===== config.mk =====
export PLATFORM = sky130hd
export DESIGN_NAME = eacs_queue
export DESIGN_NICKNAME = d
export VERILOG_FILES = /design/src/eacs_pkg.sv /design/src/eacs_queue.sv
export SDC_FILE = /design/constraint.sdc
export NUM_CORES = 1
export LEC_CHECK = 0
export ABC_AREA = 1
export CORE_MARGIN = 4
export CORE_UTILIZATION = 60
export CTS_CLUSTER_DIAMETER = 150
export DETAILED_ROUTE_END_ITERATION = 7
export DONT_BUFFER_PORTS = 1
export GPL_ROUTABILITY_DRIVEN = 0
export MAX_ROUTING_LAYER = met4
export PLACE_DENSITY = 0.76
export SLEW_MARGIN = 20
export SYNTH_ARGS = -nofsm -noshare
export SYNTH_HDL_FRONTEND = slang
export SYNTH_SLANG_ARGS = --single-unit

===== constraint.sdc =====
create_clock -name clk -period 3.1 [get_ports clk]
set_input_delay 0 -clock clk [delete_from_list [all_inputs] [get_ports clk]]
set_output_delay 0 -clock clk [all_outputs]
set_load 0.03 [all_outputs]

===== src/eacs_pkg.sv =====
// ----------------------------------------------------------------------------
// eacs_pkg: shared types and constants for the connection scan block
// Port payload types, the classified command that runs from the front end to
// the back end, and the fixed sizes of the command queue and epoch tags.
// ----------------------------------------------------------------------------
package eacs_pkg;

  // Field widths fixed by the interface
  localparam int STOP_FW = 10;
  localparam int TIME_FW = 20;
  localparam int ARR_FW  = 21;

  // Command queue depth and its pointer/count widths
  localparam int QDEPTH  = 4;
  localparam int QPTR_W  = 2;
  localparam int QCNT_W  = 3;

  // Epoch tag width: a stop is reached when its tag equals the current epoch
  localparam int EPOCH_W = 12;

  typedef enum logic [1:0] {
    ACT_START = 2'd0,
    ACT_CONN  = 2'd1,
    ACT_READ  = 2'd2,
    ACT_NONE  = 2'd3
  } action_t;

  typedef struct packed {
    logic [1:0]         action;
    logic [STOP_FW-1:0] source_stop;
    logic [TIME_FW-1:0] start_time;
    logic [STOP_FW-1:0] from_stop;
    logic [STOP_FW-1:0] to_stop;
    logic [TIME_FW-1:0] dep_time;
    logic [TIME_FW-1:0] duration;
    logic [STOP_FW-1:0] read_stop;
  } in_t;

  typedef struct packed {
    logic              improved;
    logic              reached;
    logic [ARR_FW-1:0] arrival_time;
  } out_t;

  // Classified command: port A reads a_stop, port B reads/writes b_stop
  typedef struct packed {
    action_t            op;
    logic [STOP_FW-1:0] a_stop;
    logic               a_ok;
    logic [STOP_FW-1:0] b_stop;
    logic               b_ok;
    logic [TIME_FW-1:0] t_lim;
    logic [ARR_FW-1:0]  et;
  } cmd_t;

endpackage


===== src/eacs_queue.sv =====
// ----------------------------------------------------------------------------
// eacs_queue: command queue between front end and back end
// Small register FIFO; lets the front keep accepting while the back stalls.
// ----------------------------------------------------------------------------
module eacs_queue (
  input  logic           clk,
  input  logic           rst_n,
  input  logic           push,
  input  eacs_pkg::cmd_t push_data,
  input  logic           pop,
  output logic           q_valid,
  output logic           q_full,
  output eacs_pkg::cmd_t q_data
);

  eacs_pkg::cmd_t                slot_r [eacs_pkg::QDEPTH];
  logic [eacs_pkg::QPTR_W-1:0]   wr_ptr_r, rd_ptr_r;
  logic [eacs_pkg::QCNT_W-1:0]   cnt_r;

  assign q_valid = (cnt_r != '0);
  assign q_full  = (cnt_r == eacs_pkg::QCNT_W'(eacs_pkg::QDEPTH));
  assign q_data  = slot_r[rd_ptr_r];

  // Pointers and fill count
  always_ff @(posedge clk) begin
    if (!rst_n) begin
      wr_ptr_r <= '0;
      rd_ptr_r <= '0;
      cnt_r    <= '0;
    end else begin
      if (push) wr_ptr_r <= wr_ptr_r + 1'b1;
      if (pop)  rd_ptr_r <= rd_ptr_r + 1'b1;
      if (push && !pop)      cnt_r <= cnt_r + 1'b1;
      else if (!push && pop) cnt_r <= cnt_r - 1'b1;
    end
  end

  // Storage
  always_ff @(posedge clk) begin
    if (push) slot_r[wr_ptr_r] <= push_data;
  end

  assert property (@(posedge clk) disable iff (!rst_n) q_full |-> !push)
    else $error("queue written while full");
  assert property (@(posedge clk) disable iff (!rst_n) !q_valid |-> !pop)
    else $error("queue read while empty");
  assert property (@(posedge clk) disable iff (!rst_n)
                   (push && !pop) |=> (cnt_r == $past(cnt_r) + 1'b1))
    else $error("queue count lost a write");

endmodule


# Yosys cells after proc, flatten, opt, wreduce, memory -nomap -nowiden
# Memory sizes are Yosys's and may differ from the RTL's. A register that Yosys moved wholly into a read port is not among the register bits.
# Cells that the tools add are included.
[classes]
eq_ne = 1
n_reduce_logical = 6
n_mux = 6
addsub = 4
[op_table]
columns = ["operator", "count"]
rows = [
  ["$mux 3", 2],
  ["$add 2x1->2 const B", 2],
  ["$mux 2", 2],
  ["$add 3x1->3 const B", 1],
  ["$eq 3x3->1 const B", 1],
  ["$reduce_bool 3->1", 1],
  ["$sub 3x1->3 const B", 1],
  ["$logic_and 1x1->1", 2],
  ["$logic_not 1->1", 2],
  ["$mux 1", 2],
  ["$reduce_bool 2->1", 1],
]
[word_totals]
ff_bits = 7
in_bits = 69
n_memories = 1
elab_cells = 21
ram_bits = 260
[memory_table]
columns = ["memory", "depth", "width", "rd", "rd_clocked_by_memory_dff", "write_ports", "line_no", "text"]
rows = [
  ["slot_r", 4, 65, 1, 1, 1, "eacs_queue.sv:16", "eacs_pkg::cmd_t slot_r [eacs_pkg::QDEPTH];"],
]

# Longest topological paths before layout
[logic_depth]
ltp_word = 4
depth_mapped = 10

# Worst setup path before layout
# Ideal clock, no wire load.
[synth_path]
path_kind = "register to register"
start = "reg wr_ptr_r[0] (netlist name)"
end = "mem slot_r[2][0] (netlist name) (enable)"
synth_period_minus_slack_ns = 2.271
setup_ns = 0.419
setup_slack_ns = 0.829
path_stages_with_launch = 5
arrival_time_ns = 1.852
cell_sequence = "dfxtp_1 inv_1 ha_1 nand2_1 inv_1"
[synth_lines]
columns = ["element", "line_no", "text"]
rows = [
  ["from (decl)", "eacs_queue.sv:17", "logic [eacs_pkg::QPTR_W-1:0] wr_ptr_r, rd_ptr_r;"],
  ["from (signal assigned)", "eacs_queue.sv:31", "if (push) wr_ptr_r <= wr_ptr_r + 1'b1;"],
  ["to (decl)", "eacs_queue.sv:16", ""],
]
# Straight into the memory's write port.

==> impl_metrics.tcl <==
set metrics [dict create \
    outcome "finished clean" \
    hp-class "input port to flop" \
    maxCapViolations 0 \
    fin_cells 999 \
    layout_commonest_cell "edfxtp_1" \
    min_period_over_period_pct 85.5 \
    core-area_sq_um 16800 \
    fin_area_sq_um 12200 \
    syn_inst 688 \
    cts_tree "built" \
    diodes 0 \
    worst_setup_path_start_kind "flop" \
    routed_wl_microns 21200 \
    reg2reg_depth 8 \
    clock_skew_ns 0.00815 \
    worst_path_max_delay_cell "o22ai_1" \
    grt_max_degree 69 \
    p_sw_share_pct 23.4 \
    fillers 1013 \
    synthesis.nets 763 \
    die_area_sq_um 19500 \
    io_pins 136 \
    port_buffers 0 \
    hpwlAfterDp_microns 11700 \
    crit_cells 4 \
    cts_num_sinks 269 \
    tns_ns 0 \
    dr.pass1.iters 5 \
    overflow 0 \
    power_switching_w 0.00197 \
    worst-path-buf-inv 2 \
    cts_setup_buffers 0 \
    vias_per_cell 5.96 \
    worstPathRequired_ns 3.10 \
    rsz0062_at_grt "no" \
    ys_warn_count 0 \
    worstPathCellList "inv_6, buf_12, o21ai_1, o22ai_1" \
    pwr-share-seq_pct 50.1 \
    path_clk_slew_ns 0.06 \
    layout-drive-gt1-share_pct 13.7 \
    h-tree-depth 1 \
    hp-start "push" \
    start_util_pct 62.0 \
    nNetsFinal 835 \
    reg2reg_from "cnt_r[0]$_SDFFE_PN0P_" \
    p_leak_nw 4.06 \
    drcViolationCount 0 \
    setup_viol 0 \
    fmax_ghz 0.377 \
    synth_seq_cells 269 \
    ctsResizeCount 0 \
    pwr-share-comb_pct 10.4 \
    clk_path_buf_depth 3 \
    num_vias 5955 \
    power_density_nw_per_um2 691 \
    clk_latency_ns 0.51 \
    path_max_fanout 64 \
    period_needed_ns 2.65 \
    grt_pass1_vias 6149 \
    critPathTopFamily "compound AO/OA/AOI/OAI gates" \
    synthesis.area_sq_um 10400 \
    ant_nets 0 \
    slowest_delay_ns 0.70 \
    ys_seq_area_share_pct 76.8 \
    power_frac_clock_pct 39.6 \
    root_buffer "clkbuf_16" \
    drv_slew 0 \
    ctsHoldBuffers 70 \
    synthDistinctLibCells 24 \
    die_y_microns 140 \
    placed_area_sq_um 10600 \
    tightest_slew_ns 0.894 \
    multi_input_area_sq_um 2050 \
    grt_first_pass_wirelength_microns 33000 \
    slew_headroom_pct 39.9 \
    min_to "slot_r[1][11]$_DFFE_PP_" \
    finalHoldViolations 0 \
    rows 47 \
    ir_drop_mv 0.525 \
    die_x_microns 140 \
    arrival_ns 2.65 \
    final_cell_mix "260 x edfxtp_1, 116 x nor2_1, 96 x o21ai_0" \
    utilization_pct 72.8 \
    criticalPathCategory "flop to primary output" \
    syn2layout_area_growth_pct 17.3 \
    antenna_found_initial 0 \
    drtIter0Drc 478 \
    p_int_w 0.00645 \
    synth_area_per_cell_sq_um 15.1 \
    r2r-end "cnt_r[2]$_SDFFE_PN0P_" \
    seqCellArea_sq_um 7990 \
    groute.usage.overall_pct 21.9 \
    rrSetupSlack_ns 0.76 \
    cts_buffers 26 \
    hold_depth 2 \
    dp.cells 882 \
    wl_per_cell_microns 21.2 \
    cp-end-kind "primary output" \
]
## cells in the mapped netlist, drive strengths merged
cell,n,area (sq um)
o21ai,136,699
ha,5,62.6
dfxtp,9,180
buf,25,229
edfxtp,260,7810
nor3,1,5.00
fa,1,20.0
nand2,10,37.5
inv,17,68.8
nor2,136,661
nand4,1,6.26
clkbuf,17,63.8
a21oi,4,20.0
o22ai,65,532
nand3,1,5.00
## how the worst max path moves through the flow
stage,to,slack (ns)
floorplan,slot_r[2][0]$_DFFE_PP_,0.83
global placement,q_data[17],1.05
detailed placement,q_data[17],0.98
CTS,q_data[17],0.44
global route,q_data[17],0.28
finish,q_data[17],0.45
## power by group through the flow
| stage | registers [W] | clock network, W | logic (W) |
|---|---|---|---|
| global placement | 0.00429 | 0 | 0.000745 |
| detailed placement | 0.00430 | 0 | 0.000764 |
| floorplan | 0.00427 | 0 | 0.000656 |
| global route | 0.00423 | 0.00355 | 0.000938 |
| CTS | 0.00422 | 0.00337 | 0.000876 |
| finish | 0.00422 | 0.00333 | 0.000873 |
## final cells by class
| type | instances | share of cell area (%) |
|---|---|---|
| inverter | 17 | 0.564 |
| timing repair buffer | 86 | 7.35 |
| sequential | 269 | 65.5 |
| multi-input combinational | 360 | 16.8 |
| clock buffer | 31 | 5.66 |
| tap | 220 | 2.26 |
| clock inverter | 16 | 1.84 |
## metrics by stage
stage | hold slack [ns] | worst slack [ns] | power (W)
6_report | 0.0471 | 0.451 | 0.00842
5_1_grt | 0.0655 | 0.276 | 0.00872
4_1_cts | 0.0425 | 0.436 | 0.00846
3_5_place_dp | 0.0990 | 0.980 | 0.00506
3_3_place_gp | 0.0990 | 1.05 | 0.00503
2_1_floorplan | 0.0989 | 0.829 | 0.00492
## logic make-up (layout without fill, tap and decap cells)
logic type	after synthesis	in the layout	share of synthesized area [%]
flip-flops	269	269	76.8
AO/OA/AOI/OAI	205	205	12.0
AND/OR/NAND/NOR	149	149	6.87
buffers and inverters	59	150	3.48
adder cells (fa/ha/maj)	6	6	0.794
## flip-flops by register name (all words and copies together) (netlist names), named ones only
signal	cells
wr_ptr_r	2
cnt_r	3
rd_ptr_r	2
slot_r	260
## metal layers
metal	track usage [%]	wire (microns)	vias up
met3	5.04	1500	45
met2	37.5	10900	227
met4	5.41	459	0
li1	-	-	2725
met5	-	0	-
met1	26.9	8320	2958
(Power assumes the default switching activity.)
