**src/eacs_pkg.sv**
```systemverilog
// ----------------------------------------------------------------------------
// eacs_pkg: shared types and constants for the connection scan block
// Port payload types, the classified command that runs from the front end to
// the back end, and the fixed sizes of the command queue and epoch tags.
// ----------------------------------------------------------------------------
package eacs_pkg;

  // Field widths fixed by the interface
  localparam int STOP_FW = 10;
  localparam int TIME_FW = 20;
  localparam int ARR_FW  = 21;

  // Command queue depth and its pointer/count widths
  localparam int QDEPTH  = 4;
  localparam int QPTR_W  = 2;
  localparam int QCNT_W  = 3;

  // Epoch tag width: a stop is reached when its tag equals the current epoch
  localparam int EPOCH_W = 12;

  typedef enum logic [1:0] {
    ACT_START = 2'd0,
    ACT_CONN  = 2'd1,
    ACT_READ  = 2'd2,
    ACT_NONE  = 2'd3
  } action_t;

  typedef struct packed {
    logic [1:0]         action;
    logic [STOP_FW-1:0] source_stop;
    logic [TIME_FW-1:0] start_time;
    logic [STOP_FW-1:0] from_stop;
    logic [STOP_FW-1:0] to_stop;
    logic [TIME_FW-1:0] dep_time;
    logic [TIME_FW-1:0] duration;
    logic [STOP_FW-1:0] read_stop;
  } in_t;

  typedef struct packed {
    logic              improved;
    logic              reached;
    logic [ARR_FW-1:0] arrival_time;
  } out_t;

  // Classified command: port A reads a_stop, port B reads/writes b_stop
  typedef struct packed {
    action_t            op;
    logic [STOP_FW-1:0] a_stop;
    logic               a_ok;
    logic [STOP_FW-1:0] b_stop;
    logic               b_ok;
    logic [TIME_FW-1:0] t_lim;
    logic [ARR_FW-1:0]  et;
  } cmd_t;

endpackage

```
**src/eacs_front.sv**
```systemverilog
// ----------------------------------------------------------------------------
// eacs_front: input acceptance and classification
// Masks the time fields, checks stop ranges, forms the connection arrival
// and maps each transaction onto the two memory ports of the back end.
// ----------------------------------------------------------------------------
module eacs_front #(
  parameter int STOPS     = 1024,
  parameter int TIME_BITS = 20
) (
  input  logic            in_valid,
  input  eacs_pkg::in_t   in_data,
  output logic            in_stall,
  input  logic            q_full,
  input  logic            clearing,
  output logic            push,
  output eacs_pkg::cmd_t  cmd
);

  localparam logic [32:0] TMASK = (33'd1 << TIME_BITS) - 33'd1;

  logic [eacs_pkg::TIME_FW-1:0] start_m, dep_m, dur_m;
  logic from_ok, to_ok, src_ok, rd_ok;

  // Stop range checks
  assign from_ok = 32'(in_data.from_stop)   < 32'(STOPS);
  assign to_ok   = 32'(in_data.to_stop)     < 32'(STOPS);
  assign src_ok  = 32'(in_data.source_stop) < 32'(STOPS);
  assign rd_ok   = 32'(in_data.read_stop)   < 32'(STOPS);

  // Times are taken in their low TIME_BITS bits
  assign start_m = in_data.start_time & TMASK[eacs_pkg::TIME_FW-1:0];
  assign dep_m   = in_data.dep_time   & TMASK[eacs_pkg::TIME_FW-1:0];
  assign dur_m   = in_data.duration   & TMASK[eacs_pkg::TIME_FW-1:0];

  // No acceptance while the queue is full or the tag store is being cleared
  assign in_stall = q_full | clearing;
  assign push     = in_valid & ~in_stall;

  // Classification
  always_comb begin
    cmd.op     = eacs_pkg::action_t'(in_data.action);
    cmd.a_stop = in_data.from_stop;
    cmd.a_ok   = from_ok;
    cmd.b_stop = in_data.to_stop;
    cmd.b_ok   = to_ok;
    cmd.t_lim  = dep_m;
    cmd.et     = {1'b0, dep_m} + {1'b0, dur_m};
    case (cmd.op)
      eacs_pkg::ACT_START: begin
        cmd.b_stop = in_data.source_stop;
        cmd.b_ok   = src_ok;
        cmd.t_lim  = start_m;
      end
      eacs_pkg::ACT_CONN: begin
        cmd.b_stop = in_data.to_stop;
      end
      eacs_pkg::ACT_READ: begin
        cmd.b_stop = in_data.read_stop;
        cmd.b_ok   = rd_ok;
      end
      default: begin
        cmd.a_ok = 1'b0;
        cmd.b_ok = 1'b0;
      end
    endcase
  end

endmodule

```
**config.mk**
```make
export PLATFORM = sky130hd
export DESIGN_NAME = eacs_front
export DESIGN_NICKNAME = d
export VERILOG_FILES = /design/src/eacs_pkg.sv /design/src/eacs_front.sv
export SDC_FILE = /design/constraint.sdc
export NUM_CORES = 1
export LEC_CHECK = 0
export ABC_AREA = 0
export BUFFER_PORTS_ARGS = -buffer_cell sky130_fd_sc_hd__clkbuf_2
export CAP_MARGIN = 20
export CORE_MARGIN = 10
export CORE_UTILIZATION = 39
export DETAILED_ROUTE_END_ITERATION = 8
export PLACE_DENSITY = 0.91
export SKIP_LAST_GASP = 1
export SYNTH_ARGS = -nofsm -noshare
export SYNTH_HDL_FRONTEND = slang
export SYNTH_SLANG_ARGS = --single-unit
```
**constraint.sdc**
```tcl
create_clock -name vclk -period 5.05
set_input_delay 1.01 -clock vclk [all_inputs]
set_output_delay 1.01 -clock vclk [all_outputs]
set_load 0.02 [all_outputs]
```
After elaboration in Yosys (flattened, before gate mapping)
Index checks and enable logic that the tools add are counted.
{"block": "classes", "n_eq_ne": 2, "reduce_logical": 2, "addsub": 1, "bitwise": 3, "muxes": 3}
{"cell": "adder 20 x 20 -> 21 bit", "count": 1}
{"cell": "two-way mux 20 bit", "count": 1}
{"cell": "case mux 10 bit (2 select lines)", "count": 1}
{"cell": "OR reduction 3 bit", "count": 1}
{"cell": "equality test 2 x 1 -> 1 bit (second input constant)", "count": 1}
{"cell": "equality test 2 bit (second input constant)", "count": 1}
{"cell": "zero test 2 bit", "count": 1}
{"cell": "bitwise AND 1 bit", "count": 1}
{"cell": "two-way mux 1 bit", "count": 1}
{"cell": "inverter 1 bit", "count": 1}
{"cell": "OR 1 bit", "count": 1}
{"block": "totals", "word_cells": 11, "regBits": 0, "output_inout_bits": 67, "in_bits": 105}

Depth between registers and ports, before layout
{"block": "logic_depth", "ltp_word": 3, "mapped_depth": 8}

Least setup slack after synthesis
OpenSTA, ideal clock, no wires.
{"block": "synth_path", "path_kind": "input -> output", "startpoint": "input port in_data[10] (netlist bit)", "endpoint": "output port cmd[10] (netlist bit)", "arrival_time_ns": 2.777, "path_stages": 7, "slack_ns": 1.263, "cell_sequence": "ha_1 -> fa_1 -> a21oi_1 -> o21ai_0 -> a31oi_1 -> o21ai_0 -> xor2_1"}
{"element": "start: declaration", "line": "eacs_front.sv:11", "source": "input eacs_pkg::in_t in_data,"}
{"element": "end: declaration", "line": "eacs_front.sv:16", "source": "output eacs_pkg::cmd_t cmd"}

==> out/results.ini <==
[finish]
clkbuf_count=0
drive_above_1_share=0.528
regArea_um2=0
nets=467
syn2layout_area_growth_pct=45.9
nFillCells=360
antenna_cells=0
n_sequential_cell=0

[sta]
final.setup.worst_slack_ns=0.964
fmax_mhz=245
period_minus_slack_ns=4.09
period_share=0.809
setup_viol=0
timing.final.hold_violations=0
tns_ns=0
whs_ns=2.02
slew_viol_final=0
rsz0062_at_grt=no
worst_pin_slew_ns=0.992
relSlewSlack=0.338

[routing]
antenna_left=0
viasPerCell=5.26
wl_per_cell_um=16.2
wirelength_um=6270
detailedRoute.firstIterationViolations=76
drc=0
vias=2037
drtPass1Iterations=4

[flow_run]
drv_cap=0

[cts]
ctsHoldBuffers=0
post_cts_resized=0
post-cts-setup-buffers=0

[critical_path]
path_cells=clkbuf_2, ha_1, fa_1, a21oi_1, o21ai_0, a31oi_1, o21ai_0, xor2_1, clkbuf_2
critical_path_class=primary input to output pin
arrival_ns=3.08
path_max_fanout=4
crit_required_ns=4.04
end_kind=output pin
critPathMaxStageDelay_ns=0.41
slowest_stage=fa_1
critPathLaunchType=primary input

[floorplan]
dieArea_mm2=0.00680
initial_core_util=0.409
io_pins=172
rows=22
die_y_um=82.5
core-area_mm2=0.00372
die_x_um=82.5

[status]
outcome=finished, final reports clean

[place]
gp_congestion=0.879
place_ws_ns=0.991
dpl.hpwl_um=5690
io_buffers=152

[global_routing]
grt_pass1_wl_um=9310
grt_start_max_net_pins=24
antenna_found_initial=0
grt_remaining_overflow=0
gr-usage-all-layers=0.162
grt_pass1_vias=2027

[power_and_ir_drop]
p_sw_uw=202
sw_frac_of_total=0.600
p_int_uw=134
irDropWorstVdd_uv=78.6
p_leak_nw=1.24
seqPwrFrac=0
power_per_cell_area_mw_per_mm2=152
p_clk_frac=0
power_frac_comb=1.000

[logic_synthesis]
synth-seq-area-share=0
synth_nets=333
syn_area_mm2=0.00152
ys_warn_count=0
synthCells=207
avgSynthCellArea_um2=7.35
ys_types=39

[min_path]
min_path_type=primary input to output pin

-- power by group through the flow --
stage | Sequential [mW] | Combinational, mW | Clock (mW)
4_1_cts | 0 | 0.340 | 0
5_1_grt | 0 | 0.369 | 0
2_1_floorplan | 0 | 0.229 | 0
3_3_place_gp | 0 | 0.332 | 0
3_5_place_dp | 0 | 0.338 | 0
6_report | 0 | 0.336 | 0
-- layout by cell type (no fill, tap or decap) --
cell type  netlist  layout
clkbuf_2         0     152
o21ai_0         25      25
nand2_1         23      23
a21oi_1         20      20
mux2_2          20      20
ha_1            20      20
mux2i_1         11      11
xor2_1          11      11
nor2_1           9       8
xnor2_1          7       7
a21o_1           4       4
a211oi_1         4       4
inv_1            4       4
nand3_1          3       3
o21a_1           3       3
a31oi_1          2       2
o21ai_1          2       2
and4_2           1       1
and4_1           1       1
nand2_2          1       1
and3_1           1       1
nor2b_1          1       1
a311o_1          1       1
a211oi_2         1       1
or4b_1           1       1
o211ai_1         1       1
or4_4            1       1
o221ai_2         1       1
o31ai_1          1       1
nand2b_1         1       1
or3_1            1       1
nor3_1           1       1
o31a_1           1       1
a41oi_1          1       1
nor2_2           0       1
or2_2            1       1
fa_1             1       1
-- final timing paths --
path | cells after the start | endpoint | startpoint | slack (ns)
min | 0 | cmd[55] | in_data[62] | 2.02
max | 9 | cmd[10] | in_data[10] | 0.96
-- stage by stage --
| step | instances | cell area (um2) | util | power (mW) |
|---|---|---|---|---|
| final | 387 | 2220 | 0.597 | 0.336 |
| after global routing | 387 | 2220 | 0.597 | 0.369 |
| after CTS | 387 | 2220 | 0.597 | 0.340 |
| after detailed placement | 387 | 2220 | 0.597 | 0.338 |
| after global placement | 387 | 2220 | 0.597 | 0.332 |
| after floorplan | 207 | 1520 | - | 0.229 |
-- worst max-delay path: cells and delay by family --
| kind | cells | cell delay (ns) |
|---|---|---|
| AOI/OAI and AO/OA | 4 | 0.98 |
| xor gates and xnor gates | 1 | 0.17 |
| adders and majority gates | 2 | 0.65 |
| buffers and inverters | 2 | 0.28 |
-- synth_stat cells, drive strengths merged --
library cell / count / share of area
xnor2: 7 / 0.040
nor2: 9 / 0.022
o31ai: 1 / 0.0049
mux2: 20 / 0.15
fa: 1 / 0.013
o211ai: 1 / 0.0049
a21o: 4 / 0.020
or2: 1 / 0.0041
nor2b: 1 / 0.0041
nand3: 3 / 0.0099
mux2i: 11 / 0.072
a31oi: 2 / 0.0082
o221ai: 1 / 0.0099
buf: 15 / 0.070
nand2: 24 / 0.061
a311o: 1 / 0.0066
a21oi: 20 / 0.066
xor2: 11 / 0.063
o21ai: 27 / 0.089
ha: 20 / 0.16
inv: 4 / 0.0099
clkbuf: 5 / 0.012
nand2b: 1 / 0.0041
or3: 1 / 0.0041
a41oi: 1 / 0.0058
and3: 1 / 0.0041
o31a: 1 / 0.0058
a211oi: 5 / 0.028
o21a: 3 / 0.015
or4: 1 / 0.0074
and4: 2 / 0.012
or4b: 1 / 0.0066
nor3: 1 / 0.0033
-- kinds of logic after synthesis --
kind of cell	share of synthesized area
muxes	0.220
buffers and inverters	0.0921
and+or+nand+nor	0.143
adders and majority gates	0.178
xor gates and xnor gates	0.104
AOI/OAI and AO/OA	0.263
-- area by class of cell --
| class | count | area, um2 | area share |
|---|---|---|---|
| inverter | 4 | 15.0 | 0.00676 |
| multi-input combinational | 183 | 1380 | 0.623 |
| tap | 48 | 60.1 | 0.0271 |
| timing repair buffer | 152 | 761 | 0.343 |
-- per-layer routing --
layer,track usage,routed length (um),vias to the layer above
met4,0.00850,27,0
met3,0.0583,926,4
li1,-,-,1018
met2,0.317,3150,111
met5,0,0,-
met1,0.168,2170,904
Note: power is estimated with default switching activity, not from simulation.
